### src/hdl/tsc_pkg.sv
`timescale 1ns / 1ps

package tsc_pkg;

    localparam int unsigned CFG_IDX_W = 2;
    localparam int unsigned POS_W     = 16;
    localparam int unsigned TICK_W    = 10;

    localparam logic [CFG_IDX_W-1:0] CFG_DWELL_MS       = 2'd0;
    localparam logic [CFG_IDX_W-1:0] CFG_SERVO_SPEED    = 2'd1;
    localparam logic [CFG_IDX_W-1:0] CFG_PICK_POSITION  = 2'd2;
    localparam logic [CFG_IDX_W-1:0] CFG_PLACE_POSITION = 2'd3;

    localparam logic [POS_W-1:0] DWELL_MS_RESET       = 16'd600;
    localparam logic [POS_W-1:0] SERVO_SPEED_RESET    = 16'd10;
    localparam logic [POS_W-1:0] PICK_POSITION_RESET  = 16'd0;
    localparam logic [POS_W-1:0] PLACE_POSITION_RESET = 16'd150;

    typedef struct packed {
        logic [POS_W-1:0] dwell_ms;
        logic [POS_W-1:0] servo_speed;
        logic [POS_W-1:0] pick_position;
        logic [POS_W-1:0] place_position;
    } t_cfg;

    typedef enum logic [2:0] {
        CMD_NONE     = 3'd0,
        CMD_ALL      = 3'd1,
        CMD_SUPPLY   = 3'd2,
        CMD_CONVEYOR = 3'd3,
        CMD_STOCKER  = 3'd4,
        CMD_STOP     = 3'd5
    } t_cmd;

    localparam int unsigned AUTO_SUPPLY   = 0;
    localparam int unsigned AUTO_CONVEYOR = 1;
    localparam int unsigned AUTO_STOCKER  = 2;

    typedef enum logic [7:0] {
        SUP_START     = 8'd0,
        SUP_FEED      = 8'd100,
        SUP_RETRACT   = 8'd110,
        SUP_DRILL     = 8'd120,
        SUP_WAIT      = 8'd130,
        SUP_EMIT_FWD  = 8'd140,
        SUP_EMIT_BACK = 8'd150
    } t_sup_step;

    typedef enum logic [8:0] {
        CONV_START    = 9'd0,
        CONV_WAIT     = 9'd100,
        CONV_RUN      = 9'd110,
        CONV_SORT     = 9'd120,
        CONV_DWELL    = 9'd200,
        CONV_DIS_FWD  = 9'd210,
        CONV_DIS_BACK = 9'd220,
        CONV_STOPPER  = 9'd300,
        CONV_HOLD     = 9'd310
    } t_conv_step;

    typedef enum logic [7:0] {
        STK_START    = 8'd0,
        STK_WAIT     = 8'd100,
        STK_TO_PICK  = 8'd110,
        STK_GRIP     = 8'd120,
        STK_TO_PLACE = 8'd130,
        STK_PUSH     = 8'd140,
        STK_CHECK    = 8'd150,
        STK_BACK     = 8'd160,
        STK_FWD      = 8'd170,
        STK_RELEASE  = 8'd180
    } t_stk_step;

endpackage

### src/hdl/three_station_sequence_controller.sv
`timescale 1ns / 1ps

// Scan controller for a supply, conveyor and stocker line. Each input transaction is one scan;
// it is captured in an input register, and when the result register is free or being taken the
// three step sequencers, the dwell timer and the command update the state registers and load the
// result register, so one scan is taken every clock cycle while the output is not stalled.
// The single pass of sequencer logic between the input register and the state registers sets
// that rate. A stalled result holds in the result register while the next scan is taken into
// the input register. Configuration writes are taken at any time and always complete at once.
module three_station_sequence_controller import tsc_pkg::*; (
    input  logic                 i_clk,
    input  logic                 i_rst_n,

    input  logic                 i_cfg_valid,
    output logic                 o_cfg_ready,
    input  logic [CFG_IDX_W-1:0] i_cfg_index,
    input  logic [POS_W-1:0]     i_cfg_data,

    input  logic                 i_in_valid,
    output logic                 o_in_stall,
    input  logic [2:0]           i_command,
    input  logic [7:0]           i_supply_sensors,
    input  logic [4:0]           i_conveyor_sensors,
    input  logic [4:0]           i_stocker_sensors,
    input  logic [POS_W-1:0]     i_servo_position,
    input  logic [TICK_W-1:0]    i_tick_ms,

    output logic                 o_out_valid,
    input  logic                 i_out_stall,
    output logic [5:0]           o_supply_drives,
    output logic [3:0]           o_conveyor_drives,
    output logic [4:0]           o_stocker_drives,
    output logic                 o_axis_run,
    output logic [POS_W-1:0]     o_servo_speed_out,
    output logic [POS_W-1:0]     o_servo_target_out,
    output logic [7:0]           o_supply_step,
    output logic [8:0]           o_conveyor_step,
    output logic [7:0]           o_stocker_step,
    output logic [2:0]           o_auto_flags
);

    t_cfg cfg;

    // Input register
    logic                 r_in_valid;
    logic [2:0]           r_in_cmd;
    logic [7:0]           r_in_sup_sens;
    logic [4:0]           r_in_conv_sens;
    logic [4:0]           r_in_stk_sens;
    logic [POS_W-1:0]     r_in_pos;
    logic [TICK_W-1:0]    r_in_tick;

    // Controller state
    t_sup_step            r_sup_step;
    t_conv_step           r_conv_step;
    t_stk_step            r_stk_step;
    logic [2:0]           r_auto;
    logic [5:0]           r_sup_drv;
    logic [3:0]           r_conv_drv;
    logic [4:0]           r_stk_drv;
    logic                 r_axis;
    logic [POS_W-1:0]     r_speed;
    logic [POS_W-1:0]     r_target;
    logic [POS_W-1:0]     r_dwell;

    // Result register
    logic                 r_out_valid;
    logic [5:0]           r_out_sup_drv;
    logic [3:0]           r_out_conv_drv;
    logic [4:0]           r_out_stk_drv;
    logic                 r_out_axis;
    logic [POS_W-1:0]     r_out_speed;
    logic [POS_W-1:0]     r_out_target;
    logic [7:0]           r_out_sup_step;
    logic [8:0]           r_out_conv_step;
    logic [7:0]           r_out_stk_step;
    logic [2:0]           r_out_auto;

    t_sup_step            seq_sup_step;
    t_sup_step            n_sup_step;
    t_conv_step           n_conv_step;
    t_stk_step            n_stk_step;
    logic [2:0]           n_auto;
    logic [5:0]           n_sup_drv;
    logic [3:0]           n_conv_drv;
    logic [4:0]           n_stk_drv;
    logic                 n_axis;
    logic [POS_W-1:0]     n_speed;
    logic [POS_W-1:0]     n_target;
    logic [POS_W-1:0]     n_dwell;

    logic                 in_accept;
    logic                 advance;

    assign o_cfg_ready = 1'b1;

    tsc_cfg_regs u_cfg (
        .i_clk   (i_clk),
        .i_rst_n (i_rst_n),
        .i_wr    (i_cfg_valid),
        .i_index (i_cfg_index),
        .i_data  (i_cfg_data),
        .o_cfg   (cfg)
    );

    assign advance    = r_in_valid && (!r_out_valid || !i_out_stall);
    assign o_in_stall = r_in_valid && !advance;
    assign in_accept  = i_in_valid && !o_in_stall;

    always_ff @(posedge i_clk) begin
        if (!i_rst_n) begin
            r_in_valid <= 1'b0;
        end else if (in_accept) begin
            r_in_valid <= 1'b1;
        end else if (advance) begin
            r_in_valid <= 1'b0;
        end
    end

    always_ff @(posedge i_clk) begin
        if (in_accept) begin
            r_in_cmd       <= i_command;
            r_in_sup_sens  <= i_supply_sensors;
            r_in_conv_sens <= i_conveyor_sensors;
            r_in_stk_sens  <= i_stocker_sensors;
            r_in_pos       <= i_servo_position;
            r_in_tick      <= i_tick_ms;
        end
    end

    // Supply sees the conveyor step of the previous scan; conveyor and stocker see
    // the steps already updated in this scan by the sequencers ahead of them.
    tsc_supply_seq u_supply (
        .i_en        (r_auto[AUTO_SUPPLY]),
        .i_step      (r_sup_step),
        .i_conv_step (r_conv_step),
        .i_sensors   (r_in_sup_sens),
        .i_drives    (r_sup_drv),
        .o_step      (seq_sup_step),
        .o_drives    (n_sup_drv)
    );

    tsc_conveyor_seq u_conveyor (
        .i_en       (r_auto[AUTO_CONVEYOR]),
        .i_step     (r_conv_step),
        .i_sup_step (seq_sup_step),
        .i_stk_step (r_stk_step),
        .i_sensors  (r_in_conv_sens),
        .i_drives   (r_conv_drv),
        .i_dwell    (r_dwell),
        .i_tick_ms  (r_in_tick),
        .i_dwell_ms (cfg.dwell_ms),
        .o_step     (n_conv_step),
        .o_drives   (n_conv_drv),
        .o_dwell    (n_dwell)
    );

    tsc_stocker_seq u_stocker (
        .i_en        (r_auto[AUTO_STOCKER]),
        .i_step      (r_stk_step),
        .i_conv_step (n_conv_step),
        .i_sensors   (r_in_stk_sens),
        .i_position  (r_in_pos),
        .i_cfg       (cfg),
        .i_drives    (r_stk_drv),
        .i_axis      (r_axis),
        .i_speed     (r_speed),
        .i_target    (r_target),
        .o_step      (n_stk_step),
        .o_drives    (n_stk_drv),
        .o_axis      (n_axis),
        .o_speed     (n_speed),
        .o_target    (n_target)
    );

    // The command takes effect after all three sequencers have run.
    always_comb begin
        n_auto     = r_auto;
        n_sup_step = seq_sup_step;
        case (t_cmd'(r_in_cmd))
            CMD_ALL:      n_auto = 3'b111;
            CMD_SUPPLY: begin
                n_sup_step          = SUP_START;
                n_auto[AUTO_SUPPLY] = 1'b1;
            end
            CMD_CONVEYOR: n_auto[AUTO_CONVEYOR] = 1'b1;
            CMD_STOCKER:  n_auto[AUTO_STOCKER]  = 1'b1;
            CMD_STOP:     n_auto = 3'b000;
            default: ;
        endcase
    end

    always_ff @(posedge i_clk) begin
        if (!i_rst_n) begin
            r_sup_step  <= SUP_START;
            r_conv_step <= CONV_START;
            r_stk_step  <= STK_START;
            r_auto      <= '0;
            r_sup_drv   <= '0;
            r_conv_drv  <= '0;
            r_stk_drv   <= '0;
            r_axis      <= 1'b0;
            r_speed     <= '0;
            r_target    <= '0;
            r_dwell     <= '0;
        end else if (advance) begin
            r_sup_step  <= n_sup_step;
            r_conv_step <= n_conv_step;
            r_stk_step  <= n_stk_step;
            r_auto      <= n_auto;
            r_sup_drv   <= n_sup_drv;
            r_conv_drv  <= n_conv_drv;
            r_stk_drv   <= n_stk_drv;
            r_axis      <= n_axis;
            r_speed     <= n_speed;
            r_target    <= n_target;
            r_dwell     <= n_dwell;
        end
    end

    always_ff @(posedge i_clk) begin
        if (!i_rst_n) begin
            r_out_valid <= 1'b0;
        end else if (advance) begin
            r_out_valid <= 1'b1;
        end else if (!i_out_stall) begin
            r_out_valid <= 1'b0;
        end
    end

    always_ff @(posedge i_clk) begin
        if (advance) begin
            r_out_sup_drv   <= n_sup_drv;
            r_out_conv_drv  <= n_conv_drv;
            r_out_stk_drv   <= n_stk_drv;
            r_out_axis      <= n_axis;
            r_out_speed     <= n_speed;
            r_out_target    <= n_target;
            r_out_sup_step  <= n_sup_step;
            r_out_conv_step <= n_conv_step;
            r_out_stk_step  <= n_stk_step;
            r_out_auto      <= n_auto;
        end
    end

    assign o_out_valid        = r_out_valid;
    assign o_supply_drives    = r_out_sup_drv;
    assign o_conveyor_drives  = r_out_conv_drv;
    assign o_stocker_drives   = r_out_stk_drv;
    assign o_axis_run         = r_out_axis;
    assign o_servo_speed_out  = r_out_speed;
    assign o_servo_target_out = r_out_target;
    assign o_supply_step      = r_out_sup_step;
    assign o_conveyor_step    = r_out_conv_step;
    assign o_stocker_step     = r_out_stk_step;
    assign o_auto_flags       = r_out_auto;

endmodule

### src/hdl/tsc_cfg_regs.sv
`timescale 1ns / 1ps

module tsc_cfg_regs import tsc_pkg::*; (
    input  logic                 i_clk,
    input  logic                 i_rst_n,
    input  logic                 i_wr,
    input  logic [CFG_IDX_W-1:0] i_index,
    input  logic [POS_W-1:0]     i_data,
    output t_cfg                 o_cfg
);

    t_cfg r_cfg;

    always_ff @(posedge i_clk) begin
        if (!i_rst_n) begin
            r_cfg.dwell_ms       <= DWELL_MS_RESET;
            r_cfg.servo_speed    <= SERVO_SPEED_RESET;
            r_cfg.pick_position  <= PICK_POSITION_RESET;
            r_cfg.place_position <= PLACE_POSITION_RESET;
        end else if (i_wr) begin
            case (i_index)
                CFG_DWELL_MS:       r_cfg.dwell_ms       <= i_data;
                CFG_SERVO_SPEED:    r_cfg.servo_speed    <= i_data;
                CFG_PICK_POSITION:  r_cfg.pick_position  <= i_data;
                CFG_PLACE_POSITION: r_cfg.place_position <= i_data;
                default: ;
            endcase
        end
    end

    assign o_cfg = r_cfg;

endmodule

### src/hdl/tsc_supply_seq.sv
`timescale 1ns / 1ps

module tsc_supply_seq import tsc_pkg::*; (
    input  logic       i_en,
    input  t_sup_step  i_step,
    input  t_conv_step i_conv_step,
    input  logic [7:0] i_sensors,
    input  logic [5:0] i_drives,
    output t_sup_step  o_step,
    output logic [5:0] o_drives
);

    always_comb begin
        o_step = i_step;
        if (i_en) begin
            case (i_step)
                SUP_START:     o_step = SUP_FEED;
                SUP_FEED:      if (i_sensors[1]) o_step = SUP_RETRACT;
                SUP_RETRACT:   if (i_sensors[2]) o_step = SUP_DRILL;
                SUP_DRILL:     if (i_sensors[4]) o_step = SUP_WAIT;
                SUP_WAIT: begin
                    // Wait for the conveyor to be ready before emitting the part.
                    if (!i_sensors[3]) begin
                        o_step = SUP_START;
                    end else if (i_sensors[5] && i_conv_step == CONV_WAIT) begin
                        o_step = SUP_EMIT_FWD;
                    end
                end
                SUP_EMIT_FWD:  if (i_sensors[6]) o_step = SUP_EMIT_BACK;
                SUP_EMIT_BACK: if (i_sensors[7]) o_step = SUP_START;
                default:       o_step = SUP_START;
            endcase
        end
    end

    always_comb begin
        o_drives = i_drives;
        if (i_en) begin
            case (i_step)
                SUP_FEED: begin
                    if (i_sensors[0]) o_drives[0] = 1'b1;
                    if (i_sensors[1]) o_drives[0] = 1'b0;
                end
                SUP_RETRACT:   o_drives[1] = !i_sensors[2];
                SUP_DRILL: begin
                    if (i_sensors[3]) o_drives[3:2] = 2'b11;
                    if (i_sensors[4]) o_drives[3:2] = 2'b00;
                end
                SUP_EMIT_FWD:  o_drives[4] = !i_sensors[6];
                SUP_EMIT_BACK: o_drives[5] = !i_sensors[7];
                default: ;
            endcase
        end
    end

endmodule

### src/hdl/tsc_conveyor_seq.sv
`timescale 1ns / 1ps

module tsc_conveyor_seq import tsc_pkg::*; (
    input  logic              i_en,
    input  t_conv_step        i_step,
    input  t_sup_step         i_sup_step,
    input  t_stk_step         i_stk_step,
    input  logic [4:0]        i_sensors,
    input  logic [3:0]        i_drives,
    input  logic [POS_W-1:0]  i_dwell,
    input  logic [TICK_W-1:0] i_tick_ms,
    input  logic [POS_W-1:0]  i_dwell_ms,
    output t_conv_step        o_step,
    output logic [3:0]        o_drives,
    output logic [POS_W-1:0]  o_dwell
);

    logic [POS_W:0]   sum;
    logic [POS_W-1:0] dwell_sat;

    // The dwell timer runs on every scan, whether or not the conveyor is in auto.
    assign sum       = {1'b0, i_dwell} + {{(POS_W + 1 - TICK_W){1'b0}}, i_tick_ms};
    assign dwell_sat = sum[POS_W] ? {POS_W{1'b1}} : sum[POS_W-1:0];

    always_comb begin
        o_step = i_step;
        if (i_en) begin
            case (i_step)
                CONV_START:    o_step = CONV_WAIT;
                CONV_WAIT:     if (i_sup_step == SUP_EMIT_BACK) o_step = CONV_RUN;
                CONV_RUN:      if (i_sensors[0]) o_step = CONV_SORT;
                CONV_SORT:     o_step = i_sensors[1] ? CONV_DWELL : CONV_STOPPER;
                CONV_DWELL:    if (dwell_sat > i_dwell_ms) o_step = CONV_DIS_FWD;
                CONV_DIS_FWD:  if (i_sensors[2]) o_step = CONV_DIS_BACK;
                CONV_DIS_BACK: if (i_sensors[3]) o_step = CONV_START;
                CONV_STOPPER:  if (i_sensors[4]) o_step = CONV_HOLD;
                CONV_HOLD:     if (i_stk_step == STK_TO_PLACE) o_step = CONV_START;
                default:       o_step = CONV_START;
            endcase
        end
    end

    always_comb begin
        o_drives = i_drives;
        o_dwell  = dwell_sat;
        if (i_en) begin
            case (i_step)
                CONV_RUN:      o_drives[0] = 1'b1;
                CONV_SORT:     o_dwell = '0;
                CONV_DWELL:    if (dwell_sat > i_dwell_ms) o_drives[0] = 1'b0;
                CONV_DIS_FWD:  o_drives[1] = !i_sensors[2];
                CONV_DIS_BACK: o_drives[2] = !i_sensors[3];
                CONV_STOPPER: begin
                    o_drives[3] = 1'b1;
                    if (i_sensors[4]) begin
                        o_drives[0] = 1'b0;
                        o_drives[3] = 1'b0;
                    end
                end
                default: ;
            endcase
        end
    end

endmodule

### src/hdl/tsc_stocker_seq.sv
`timescale 1ns / 1ps

module tsc_stocker_seq import tsc_pkg::*; (
    input  logic             i_en,
    input  t_stk_step        i_step,
    input  t_conv_step       i_conv_step,
    input  logic [4:0]       i_sensors,
    input  logic [POS_W-1:0] i_position,
    input  t_cfg             i_cfg,
    input  logic [4:0]       i_drives,
    input  logic             i_axis,
    input  logic [POS_W-1:0] i_speed,
    input  logic [POS_W-1:0] i_target,
    output t_stk_step        o_step,
    output logic [4:0]       o_drives,
    output logic             o_axis,
    output logic [POS_W-1:0] o_speed,
    output logic [POS_W-1:0] o_target
);

    logic at_pick;
    logic at_place;

    assign at_pick  = (i_position == i_cfg.pick_position);
    assign at_place = (i_position == i_cfg.place_position);

    always_comb begin
        o_step = i_step;
        if (i_en) begin
            case (i_step)
                STK_START:    o_step = STK_WAIT;
                STK_WAIT:     if (i_conv_step == CONV_HOLD) o_step = STK_TO_PICK;
                STK_TO_PICK:  if (at_pick) o_step = STK_GRIP;
                STK_GRIP:     if (i_sensors[0]) o_step = STK_TO_PLACE;
                STK_TO_PLACE: if (at_place) o_step = STK_PUSH;
                STK_PUSH:     if (i_sensors[1]) o_step = STK_CHECK;
                STK_CHECK: begin
                    if (i_sensors[3]) begin
                        o_step = STK_BACK;
                    end else if (i_sensors[4]) begin
                        o_step = STK_FWD;
                    end
                end
                STK_BACK:     if (i_sensors[4]) o_step = STK_RELEASE;
                STK_FWD:      if (i_sensors[3]) o_step = STK_RELEASE;
                STK_RELEASE:  if (i_sensors[2]) o_step = STK_START;
                default:      o_step = STK_START;
            endcase
        end
    end

    always_comb begin
        o_drives = i_drives;
        o_axis   = i_axis;
        o_speed  = i_speed;
        o_target = i_target;
        if (i_en) begin
            case (i_step)
                STK_TO_PICK: begin
                    // The run request drops in the same scan the axis arrives.
                    o_speed  = i_cfg.servo_speed;
                    o_target = i_cfg.pick_position;
                    o_axis   = !at_pick;
                end
                STK_GRIP:     o_drives[0] = 1'b1;
                STK_TO_PLACE: begin
                    o_speed  = i_cfg.servo_speed;
                    o_target = i_cfg.place_position;
                    o_axis   = !at_place;
                end
                STK_PUSH: begin
                    o_drives[1] = 1'b1;
                    if (i_sensors[1]) o_drives[1:0] = 2'b00;
                end
                STK_BACK:     o_drives[4] = !i_sensors[4];
                STK_FWD:      o_drives[3] = !i_sensors[3];
                STK_RELEASE:  o_drives[2] = !i_sensors[2];
                default: ;
            endcase
        end
    end

endmodule

### config.mk
export PLATFORM = sky130hd
export DESIGN_NAME = three_station_sequence_controller
export DESIGN_NICKNAME = d
export VERILOG_FILES = /design/src/hdl/tsc_pkg.sv /design/src/hdl/three_station_sequence_controller.sv /design/src/hdl/tsc_cfg_regs.sv /design/src/hdl/tsc_supply_seq.sv /design/src/hdl/tsc_conveyor_seq.sv /design/src/hdl/tsc_stocker_seq.sv
export SDC_FILE = /design/constraint.sdc
export NUM_CORES = 1
export LEC_CHECK = 0
export BUFFER_PORTS_ARGS = -buffer_cell sky130_fd_sc_hd__buf_2
export CORE_MARGIN = 3
export CORE_UTILIZATION = 60
export DETAILED_ROUTE_END_ITERATION = 12
export PLACE_DENSITY = 0.8
export SYNTH_ARGS = -nofsm -noshare
export SYNTH_HDL_FRONTEND = slang
export SYNTH_SLANG_ARGS = --single-unit
### constraint.sdc
create_clock -name i_clk -period 14.1 [get_ports i_clk]
set_clock_uncertainty 0.2 [all_clocks]
set_input_delay 0.705 -clock i_clk [delete_from_list [all_inputs] [get_ports i_clk]]
set_output_delay 0.705 -clock i_clk [all_outputs]
set_load 0.005 [all_outputs]
Word level (Yosys, flattened, before mapping):

Cells that the tools add are included.

* output and inout bits: 79
* word-level logic and storage cells: 176
* register bits: 281

* reductions and logical operators: 32
* $lt $le $gt $ge: 1
* $add $sub $neg: 1
* equal/unequal tests: 36
* muxes and demuxes: 73

Operators with widths (number)
* $mux W8: 20
* $mux W16: 6
* $mux W9: 9
* $pmux W9 S9: 1
* $eq A8 B8 Y1 const B: 10
* $pmux W8 S10: 1
* $pmux W8 S7: 1
* $eq A8 B7 Y1 const B: 6
* $eq A16 B16 Y1: 2
* $pmux W16 S2: 1
* $eq A9 B7 Y1 const B: 3
* $eq A9 B8 Y1 const B: 3
* $eq A9 B9 Y1 const B: 3
* $mux W1: 21
* $add A16 B10 Y17: 1
* $gt A16 B16 Y1: 1
* $logic_not A8 Y1: 2
* $logic_not A1 Y1: 14
* $pmux W1 S2: 5
* $logic_not A9 Y1: 1
* $mux W2: 4
* $reduce_and A2 Y1: 4
* $reduce_or A2 Y1: 4
* $eq A3 B2 Y1 const B: 2
* other kinds (13): 18

Depth between registers and ports, before layout:

Gate-level depths: netlist (run 1).

* depth in word-level cells: 14
* depth in mapped cells: 18
* gate-level depth less buffers: 17

Cells and area by module:

From an unflattened synthesis (run 1), not the netlist that was laid out.

* cell total of the unflattened synthesis: 1376
* area, all modules: 14027.2 sq um

Modules (own cells, without submodules)
* three_station_sequence_controller: sequential area each 5575.3 sq um, cells an instance 550, times used 1, area each 7408.4 sq um
* tsc_cfg_regs: sequential area each 1281.2 sq um, cells an instance 239, times used 1, area each 2493.6 sq um
* tsc_conveyor_seq: sequential area each 0.0 sq um, cells an instance 278, times used 1, area each 1826.8 sq um
* tsc_stocker_seq: sequential area each 0.0 sq um, cells an instance 215, times used 1, area each 1690.4 sq um
* tsc_supply_seq: sequential area each 0.0 sq um, cells an instance 94, times used 1, area each 608.1 sq um

Worst setup path after synthesis (run 1):

OpenSTA, ideal clock, no wires.

* path kind: register to register
* start: reg r_in_tick[0]
* end: reg r_out_stk_step[1], in the netlist o_stocker_step[1], data pin
* required time: 13.634 ns
* setup time: 0.266 ns
* cell stages (with the launch flop): 19
* path slack: 9.612 ns
* data arrival time: 4.022 ns
* period minus slack after synthesis: 4.488 ns
* cells stage by stage: edfxtp_1 -> ha_1 -> fa_1 -> a21o_1 -> nand4_1 -> and3_1 -> o31ai_2 -> and2_0 -> buf_2 -> clkbuf_2 -> or2_2 -> ha_1 -> nand4_1 -> or4_1 -> or2_2 -> o31ai_1 -> a2111oi_2 -> o211ai_2 -> a31oi_1

* longest elaborated chain between the ends: 10

RTL lines
* from (decl): line three_station_sequence_controller.sv:51 `logic [TICK_W-1:0] r_in_tick;`
* from (signal assigned): line three_station_sequence_controller.sv:127 `r_in_tick <= i_tick_ms;`
* $add A16 B10 Y17: line tsc_conveyor_seq.sv:22 `assign sum = {1'b0, i_dwell} + {{(POS_W + 1 - TICK_W){1'b0}}, i_tick_ms};`
* $mux W16: line tsc_conveyor_seq.sv:23 `assign dwell_sat = sum[POS_W] ? {POS_W{1'b1}} : sum[POS_W-1:0];`
* $gt A16 B16 Y1: line tsc_conveyor_seq.sv:33 `CONV_DWELL: if (dwell_sat > i_dwell_ms) o_step = CONV_DIS_FWD;`
* $mux W9: line tsc_conveyor_seq.sv:33
* $pmux W9 S9: line tsc_conveyor_seq.sv:28 `case (i_step)`
* $mux W9: line tsc_conveyor_seq.sv:27 `if (i_en) begin`
* $eq A9 B9 Y1: line tsc_stocker_seq.sv:32 `STK_WAIT: if (i_conv_step == CONV_HOLD) o_step = STK_TO_PICK;`
* $mux W8: line tsc_stocker_seq.sv:32
* $pmux W8 S10: line tsc_stocker_seq.sv:30 `case (i_step)`
* $mux W8: line tsc_stocker_seq.sv:29 `if (i_en) begin`
* via n_stk_step[1]: line three_station_sequence_controller.sv:82 `t_stk_step n_stk_step;`
* to (signal assigned): line three_station_sequence_controller.sv:241 `r_out_stk_step <= n_stk_step;`
* to (decl): line three_station_sequence_controller.sv:76 `logic [7:0] r_out_stk_step;`

The timed path passes the listed nets, and every way through them passes these cells.
A chain may end at the register's enable or synchronous reset.

Worst setup path in the final report (run 1):

Same ends and word-level chain as after synthesis.

==> results of run 1 <==
## per-stage QoR
stage	hold WS [ns]	instances
2_1_floorplan	0.2322	1404
4_1_cts	0.1005	1799
3_3_place_gp	0.2407	1747
6_report	0.1237	1799
3_5_place_dp	0.2471	1747
5_1_grt	0.1035	1799
## routing by layer
metal	vias to the layer above	wire (µm)	global-route usage, %
met3	81	2556	4.306
li1	5194	-	-
met2	470	15710	44.07
met5	-	0	0
met1	5083	13990	38.09
met4	0	1106	8.999
## kinds of logic after synthesis
logic type,Yosys count,share of synthesized area (%)
buffers and inverters,123,3.932
xor gates and xnor gates,42,2.799
adders and majority gates,27,2.628
AOI/OAI and AO/OA,316,15.27
DFF,281,52.17
other,1,0.02853
muxes,20,1.685
and+or+nand+nor,594,21.49
## power by group through the flow
stage	Combinational [mW]	Sequential, mW	Clock (mW)
finish	0.166	0.912	0.725
global placement	0.160	0.928	0
floorplan	0.114	0.919	0
detailed placement	0.164	0.929	0
global route	0.184	0.915	0.769
CTS	0.165	0.911	0.737
## final timing paths
path,from,to,slack [ns],depth (start not counted)
worst max register to register,r_in_tick[0],o_stocker_step[1],9.06,16
worst min-delay path,i_servo_position[10],r_in_pos[10],0.12,1
worst min register to register,u_cfg.o_cfg[32],u_cfg.o_cfg[32],0.26,2
worst max-delay path,r_in_tick[0],o_stocker_step[1],9.06,16
## placed cells by master, fill, tap and decap left out, types with 8 or more instances in the layout
master	Yosys	routed
dfxtp_1	158	158
inv_1	35	35
nor3_1	31	31
nor2_1	114	114
clkbuf_16	0	28
a21oi_1	140	140
xor2_1	18	18
edfxtp_1	123	123
buf_2	16	147
mux2_1	13	13
xnor2_1	24	24
a31oi_1	13	13
nand2_1	283	282
a22oi_1	20	20
clkinv_2	0	9
nor3b_1	10	9
nor2b_1	9	8
ha_1	26	26
nand3_1	25	25
nor4_1	9	9
or2_2	12	12
o21ai_0	46	46
nand4_1	22	22
o211ai_1	15	15
and3_1	17	17
## state kept, by name, indices dropped and copies added, names as in the netlist, 9 cells and up
signal,flops
r_dwell,16
o_servo_target_out,16
r_in_tick,10
u_cfg.o_cfg,64
r_target,16
r_speed,16
o_servo_speed_out,16
r_conv_step,9
r_in_pos,16
o_conveyor_step,9
## layout make-up
cell class | instances | area share [%]
Tap cell | 275 | 2.319
Inverter | 37 | 0.9696
Sequential cell | 281 | 46.20
Clock inverter | 18 | 0.9190
Timing Repair Buffer | 154 | 5.312
Clock buffer | 34 | 5.210
Multi-Input combinational cell | 1000 | 39.07
## worst max-delay path, cell delays in order (launching register included)
cell	delay, ns
edfxtp_1	0.37
ha_1	0.23
fa_1	0.41
a21o_1	0.21
nand4_1	0.10
and3_1	0.22
o31ai_2	0.14
and2_0	0.43
or2_2	0.42
ha_1	0.28
nand4_1	0.12
or4_1	0.57
or2_2	0.33
o31ai_1	0.22
a2111oi_2	0.19
o211ai_2	0.22
a31oi_1	0.11
## cells in the mapped netlist, types with 13 or more instances
cell type    n
nand3_1     25
nand2_1    283
nor2_1     114
mux2_1      13
xor2_1      18
xnor2_1     24
clkbuf_1    52
dfxtp_1    158
inv_1       35
ha_1        26
a31oi_1     13
a22oi_1     20
nand4_1     22
edfxtp_1   123
o21ai_0     46
o211ai_1    15
a21oi_1    140
and3_1      17
nor3_1      31
buf_2       16
==> results.tsv, run 1 <==
stage	metric	value	unit
run_status	status	finished clean	
logic_synthesis	Post-synth EDFFs	123	
placement	Final HPWL DP	22.98	mm
floorplanning	Die H	154	µm
clock_network	clk sinks	281	
logic_synthesis	syn_nets	1501	
placement	DP Area	13930	µm²
layout	synthesis-to-layout area growth	12.92	%
sta	Final Hold Viols	0	
logic_synthesis	share of the synthesized area in the top cell type	28.10	%
layout	fillcell total	1642	
pwr	total power	1.802	mW
placement	Placer Congestion	0.9368	
sta	Period minus WS final	5.037	ns
placement	Place WS	9.126	ns
global_routing	total global routing overflow	0	
sta	FMAX	0.1985	GHz
worst_setup_path	Worst EP required	14.18	ns
worst_setup_path	Worst Setup Start Kind	register	
logic_synthesis	FF+latch count, synth	281	
floorplanning	Die W	154	µm
pwr	P_int	1.359	mW
pwr	Comb pwr share	9.2	%
detailed_routing	Vias	10830	
detailed_routing	routed wire length	33.37	mm
global_routing	vias in the first global route	10310	
floorplanning	Placement Rows	53	
detailed_routing	initial DRC count	815	
pwr	switch share	24.60	%
pwr	clock share of power	40.2	%
sta	unrepaired setup endpoints after global routing	false	
sta	Worst-Margin Slew	1.246	ns
sta	setup violators final	0	
worst_setup_path	CP Class	register to register	
pwr	VDD IR max	0.0001008	V
clock_network	cts bufs inserted	28	
global_routing	first-pass GRT wire length	53.49	mm
logic_synthesis	yosys warns	0	
sta	Slew Limit Fails	0	
layout	design area	14840	µm²
pwr	Power Dens Cells	121.4	nW/µm²
logic_synthesis	post-synthesis cell area	13140	µm²
clock_network	postcts setup bufs	0	
detailed_routing	DR DRC count	0	
detailed_routing	1st-pass router iterations	5	
logic_synthesis	Yosys top cell by area	edfxtp_1	
worst_setup_path	CP Data Arrival Time	5.11	ns
floorplanning	Die Footprint	23720	µm²
clock_network	post-CTS resize count	0	
clock_network	Max clock buf depth	3	
layout	Multi-input gate area	5798	µm²
global_routing	largest net degree at the start of global routing	80	
logic_synthesis	Distinct cells, synth	96	
clock_network	clk_lat worst skew	0.55	ns
logic_synthesis	Seq/Total Area, Yosys	52.17	%
sta	crit share post-route	35.72	%
floorplanning	initial core utilization	61.74	%
sta	setup_tns	0	ns
logic_synthesis	Syn Area/Cell	9.361	µm²
clock_network	CTS H-tree depth	1	
logic_synthesis	ys async rst share	0	%
job	Max Cap Viol	0	
pwr	Seq pwr share	50.6	%
layout	post-layout util	69.72	%
layout	nets@finish	1599	
global_routing	All-Layer GR Usage	27.33	%
worst_setup_path	Max FO, Critical Path	18	
global_routing	initial antenna violation count	0	
detailed_routing	Final ANT Viol Nets	0	
layout	Reg area	6857	µm²
detailed_routing	detailed-route vias per instance	6.019	
sta	final worst setup slack	9.063	ns
clock_network	CTS tree	yes	
worst_setup_path	CP endpoint kind	register	
pwr	P_sw	0.4432	mW
clock_network	CTS root buffer	clkbuf_16	
worst_hold_path	hold crit path type	input port to register	
detailed_routing	routed length per instance	18.55	µm
pwr	Pleak	5.644	nW
sta	slew margin rel.	16.66	%
logic_synthesis	ys flop type	dfxtp_1	
clock_network	CTS Hold Bufs	0	
logic_synthesis	dominant cells by area after synthesis	edfxtp_1 28%, dfxtp_1 24%, nand2_1 8.1%, a21oi_1 5.3%, nor2_1 3.3%	
logic_synthesis	Mapped Cells	1404	
clock_network	clk slew on worst S/H paths	0.07	ns
placement	IO buf count	147	
floorplanning	Top Ports	149	
layout	layout cells sized above 1	16.67	%
layout	n_diodes	0	
floorplanning	Core Box Area	21290	µm²
(Power assumes the default switching activity.)
==> run 2: changes to the inputs <==
- ABC_AREA: default -> 1
- CORE_UTILIZATION: 60 -> 59
- PLACE_DENSITY: 0.8 -> 0.78
- clock period: 14.1 -> 4.74 ns (I/O delays scaled with it)
==> run 2 against run 1 <==
  * Die area is 1.2% higher
  * Wire length is 5.4% higher
  * Clock-buffer cell count is 10 higher
  * Non-clock buffer count is 79 higher
  * Fmax is 11% higher
  * Synthesized cell count is 12% higher
  * Global-route usage is 1.4 points higher
  * Via count is 6.2% higher
  * First-iteration DRC count is 2.5% higher
  * Critical path depth is 15 higher
  * Register-to-register slack worse by 8.8 ns
  * Hold slack better by 0.052 ns
  * Highest routed layer unchanged
==> results.tsv, run 2 <==
stage	metric	value	unit	change
floorplanning	Die Footprint	24000	µm²	was 23720 µm²
layout	post-layout util	74.30	%	was 69.72%
logic_synthesis	Post-synth EDFFs	123		unchanged
pwr	clock share of power	41.6	%	was 40.2%
worst_setup_path	Crit path max-delay family	simple AND/OR/NAND/NOR gates		unchanged
layout	max reg flops	64		unchanged
detailed_routing	routed wire length	35.17	mm	was 33.37 mm
global_routing	largest net degree at the start of global routing	123		was 80
floorplanning	initial core utilization	61.10	%	was 61.74%
pwr	switch share	24.68	%	was 24.60%
detailed_routing	wl on met1	14.36	mm	was 13.99 mm
logic_synthesis	Yosys top cell by area	edfxtp_1		unchanged
placement	Placer Congestion	0.9402		was 0.9368
floorplanning	Core Box Area	21420	µm²	was 21290 µm²
logic_synthesis	Syn Area/Cell	8.309	µm²	was 9.361 µm²
clock_network	CTS root buffer	clkbuf_16		unchanged
sta	worst hold slack	0.1757	ns	was 0.1237 ns
worst_setup_path	CP max stage delay	0.43	ns	was 0.57 ns
pwr	P_sw	1.461	mW	was 0.4432 mW
detailed_routing	1st-pass router iterations	6		was 5
sta	Final Hold Viols	0		unchanged
global_routing	initial antenna violation count	0		unchanged
pwr	VDD IR max	0.0003048	V	was 0.0001008 V
logic_synthesis	Distinct cells, synth	53		was 96
clock_network	CTS tree	yes		unchanged
floorplanning	Die W	154.9	µm	was 154 µm
logic_synthesis	ys flop type	dfxtp_1		unchanged
clock_network	clk_lat worst skew	0.55	ns	about the same
logic_synthesis	FF+latch count, synth	281		unchanged
sta	FMAX	0.2212	GHz	was 0.1985 GHz
logic_synthesis	top cells by count, synth	244 x nand2_1, 239 x inv_1, 203 x o21ai_0, 158 x dfxtp_1, 154 x nor2_1		was 283 x nand2_1, 158 x dfxtp_1, 140 x a21oi_1, 123 x edfxtp_1, 114 x nor2_1
layout	nets@finish	1876		was 1599
detailed_routing	Vias	11490		was 10.83k
layout	fillcell total	1597		was 1642
worst_hold_path	hold crit path type	input port to register		unchanged
worst_setup_path	Worst path slowest cell	edfxtp_1		was or4_1
job	Max Cap Viol	0		unchanged
layout	n_diodes	0		unchanged
worst_setup_path	CP Data Arrival Time	4.63	ns	was 5.11 ns
logic_synthesis	post-synthesis cell area	13090	µm²	was 13140 µm²
logic_synthesis	dominant cells by area after synthesis	edfxtp_1 28%, dfxtp_1 24%, o21ai_0 7.8%, nand2_1 7.0%, inv_1 6.9%		was edfxtp_1 28%, dfxtp_1 24%, nand2_1 8.1%, a21oi_1 5.3%, nor2_1 3.3%
layout	design area	15920	µm²	was 14840 µm²
pwr	Pleak	7.123	nW	was 5.644 nW
logic_synthesis	syn_nets	1672		was 1501
layout	layout cells sized above 1	15.82	%	was 16.67%
worst_setup_path	Worst EP required	4.85	ns	was 14.18 ns
layout	Multi-input gate area	5130	µm²	was 5798 µm²
pwr	Seq pwr share	46.7	%	was 50.6%
clock_network	Max clock buf depth	3		unchanged
floorplanning	Die H	154.9	µm	was 154 µm
detailed_routing	routed length per instance	16.93	µm	was 18.55 µm
clock_network	cts bufs inserted	30		was 28
global_routing	All-Layer GR Usage	28.72	%	was 27.33%
logic_synthesis	Mapped Cells	1575		was 1404
sta	setup violators final	0		unchanged
detailed_routing	max layer used	met4		unchanged
sta	Slew Limit Fails	0		unchanged
detailed_routing	detailed-route vias per instance	5.534		was 6.019
layout	synthesis-to-layout area growth	21.62	%	was 12.92%
logic_synthesis	most numerous cell in the Yosys netlist	nand2_1		unchanged
detailed_routing	DR DRC count	0		unchanged
detailed_routing	DR WL met2	17.26	mm	was 15.71 mm
sta	Period minus WS final	4.521	ns	was 5.037 ns
placement	DP Area	14000	µm²	was 13930 µm²
global_routing	first-pass GRT wire length	56.03	mm	was 53.49 mm
worst_setup_path	Max FO, Critical Path	11		was 18
placement	Final HPWL DP	22.51	mm	was 22.98 mm
detailed_routing	routed wl met3	2.312	mm	was 2.556 mm
global_routing	vias in the first global route	11060		was 10.31k
placement	IO buf count	147		unchanged
global_routing	total global routing overflow	0		unchanged
worst_setup_path	Worst Setup Start Kind	register		unchanged
logic_synthesis	ys async rst share	0	%	unchanged
clock_network	clk sinks	281		unchanged
sta	unrepaired setup endpoints after global routing	true		was false
sta	slew margin rel.	19.86	%	was 16.66%
clock_network	CTS H-tree depth	1		unchanged
pwr	Power Dens Cells	372.0	nW/µm²	was 121.4 nW/µm²
pwr	Comb pwr share	11.7	%	was 9.2%
worst_setup_path	Buf/Inv on CP	1		was 0
clock_network	clk slew on worst S/H paths	0.06	ns	was 0.07 ns
sta	crit share post-route	95.37	%	was 35.72%
logic_synthesis	yosys warns	0		unchanged
logic_synthesis	share of the synthesized area in the top cell type	28.22	%	was 28.10%
pwr	P_int	4.459	mW	was 1.359 mW
logic_synthesis	Seq/Total Area, Yosys	52.40	%	was 52.17%
worst_setup_path	CP Class	register to register		unchanged
floorplanning	Top Ports	149		unchanged
worst_setup_path	CP endpoint kind	register		unchanged
layout	Reg area	6857	µm²	unchanged
detailed_routing	Final ANT Viol Nets	0		unchanged
layout	commonest non-fill, non-tap cells in the layout	236 x inv_1, 236 x nand2_1, 201 x o21ai_0, 158 x dfxtp_1, 152 x nor2_1		was 282 x nand2_1, 158 x dfxtp_1, 147 x buf_2, 140 x a21oi_1, 123 x edfxtp_1
floorplanning	Placement Rows	53		unchanged
run_status	status	finished clean		unchanged
detailed_routing	initial DRC count	835		was 815
sta	Worst-Margin Slew	1.198	ns	was 1.246 ns
run 2: path summary, 6_finish.rpt:
check,to,from,slack (ns),cells past startpoint
worst max register to register,o_stocker_step[1],r_in_tick[0],0.22,31
worst min register to register,u_cfg.o_cfg[33],u_cfg.o_cfg[33],0.26,2
worst max-delay path,o_stocker_step[1],r_in_tick[0],0.22,31
worst min-delay path,u_cfg.o_cfg[2],i_rst_n,0.18,3
run 2: metrics by stage:
step           TNS, ns  power (mW)  setup WS [ns]  std cells
2_1_floorplan        0       3.212         0.5772       1575
3_3_place_gp         0       3.400         0.1742       1945
3_5_place_dp         0       3.420        0.03734       1945
4_1_cts              0       5.893        0.02872       2072
5_1_grt        -0.6600       6.156        -0.1983       2077
6_report             0       5.920         0.2194       2077
run 2: per-layer routing:
metal | global-route usage, % | up-vias
li1 | - | 5606
met1 | 36.83 | 5330
met4 | 9.672 | 0
met2 | 49.70 | 467
met5 | 0 | -
met3 | 4.673 | 91
run 2: power groups by stage:
stage / Combinational, mW / Clock [mW] / Sequential (mW)
finish: 0.693 / 2.46 / 2.77
detailed placement: 0.608 / 0 / 2.81
global placement: 0.591 / 0 / 2.81
CTS: 0.659 / 2.47 / 2.76
global route: 0.780 / 2.60 / 2.78
floorplan: 0.417 / 0 / 2.80
run 2: area by class of cell:
cell class | instances | area share [%]
Inverter | 254 | 6.022
Tap cell | 275 | 2.162
Timing Repair Buffer | 233 | 9.890
Multi-Input combinational cell | 979 | 32.23
Clock buffer | 44 | 5.574
Sequential cell | 281 | 43.08
Clock inverter | 11 | 1.038
run 2: worst register-to-register path: cells and delay by family (launching register included):
| family | cells | cell delay [ns] |
|---|---|---|
| buf+inv | 1 | 0.10 |
| fa+ha+maj | 3 | 0.89 |
| flops | 1 | 0.43 |
| simple gates | 23 | 2.18 |
| compound gates | 4 | 0.48 |
run 2: kinds of logic (layout without fill, tap and decap cells):
family | after synthesis | after routing | share of synthesized area (%)
flops | 281 | 281 | 52.40
buf+inv | 315 | 542 | 9.198
fa+ha+maj | 27 | 27 | 2.639
compound gates | 394 | 394 | 16.07
simple gates | 528 | 528 | 17.73
xor+xnor | 29 | 29 | 1.941
other cells | 1 | 1 | 0.02866
run 2: timing repair:
item / 4_1_cts / 5_1_grt
buffers inserted: 0 / 5
hold endpoints to repair: 117 / 0
resized for setup: 0 / 28
endpoints found under the setup margin: 0 / 11
hold buffers: 72 / 0
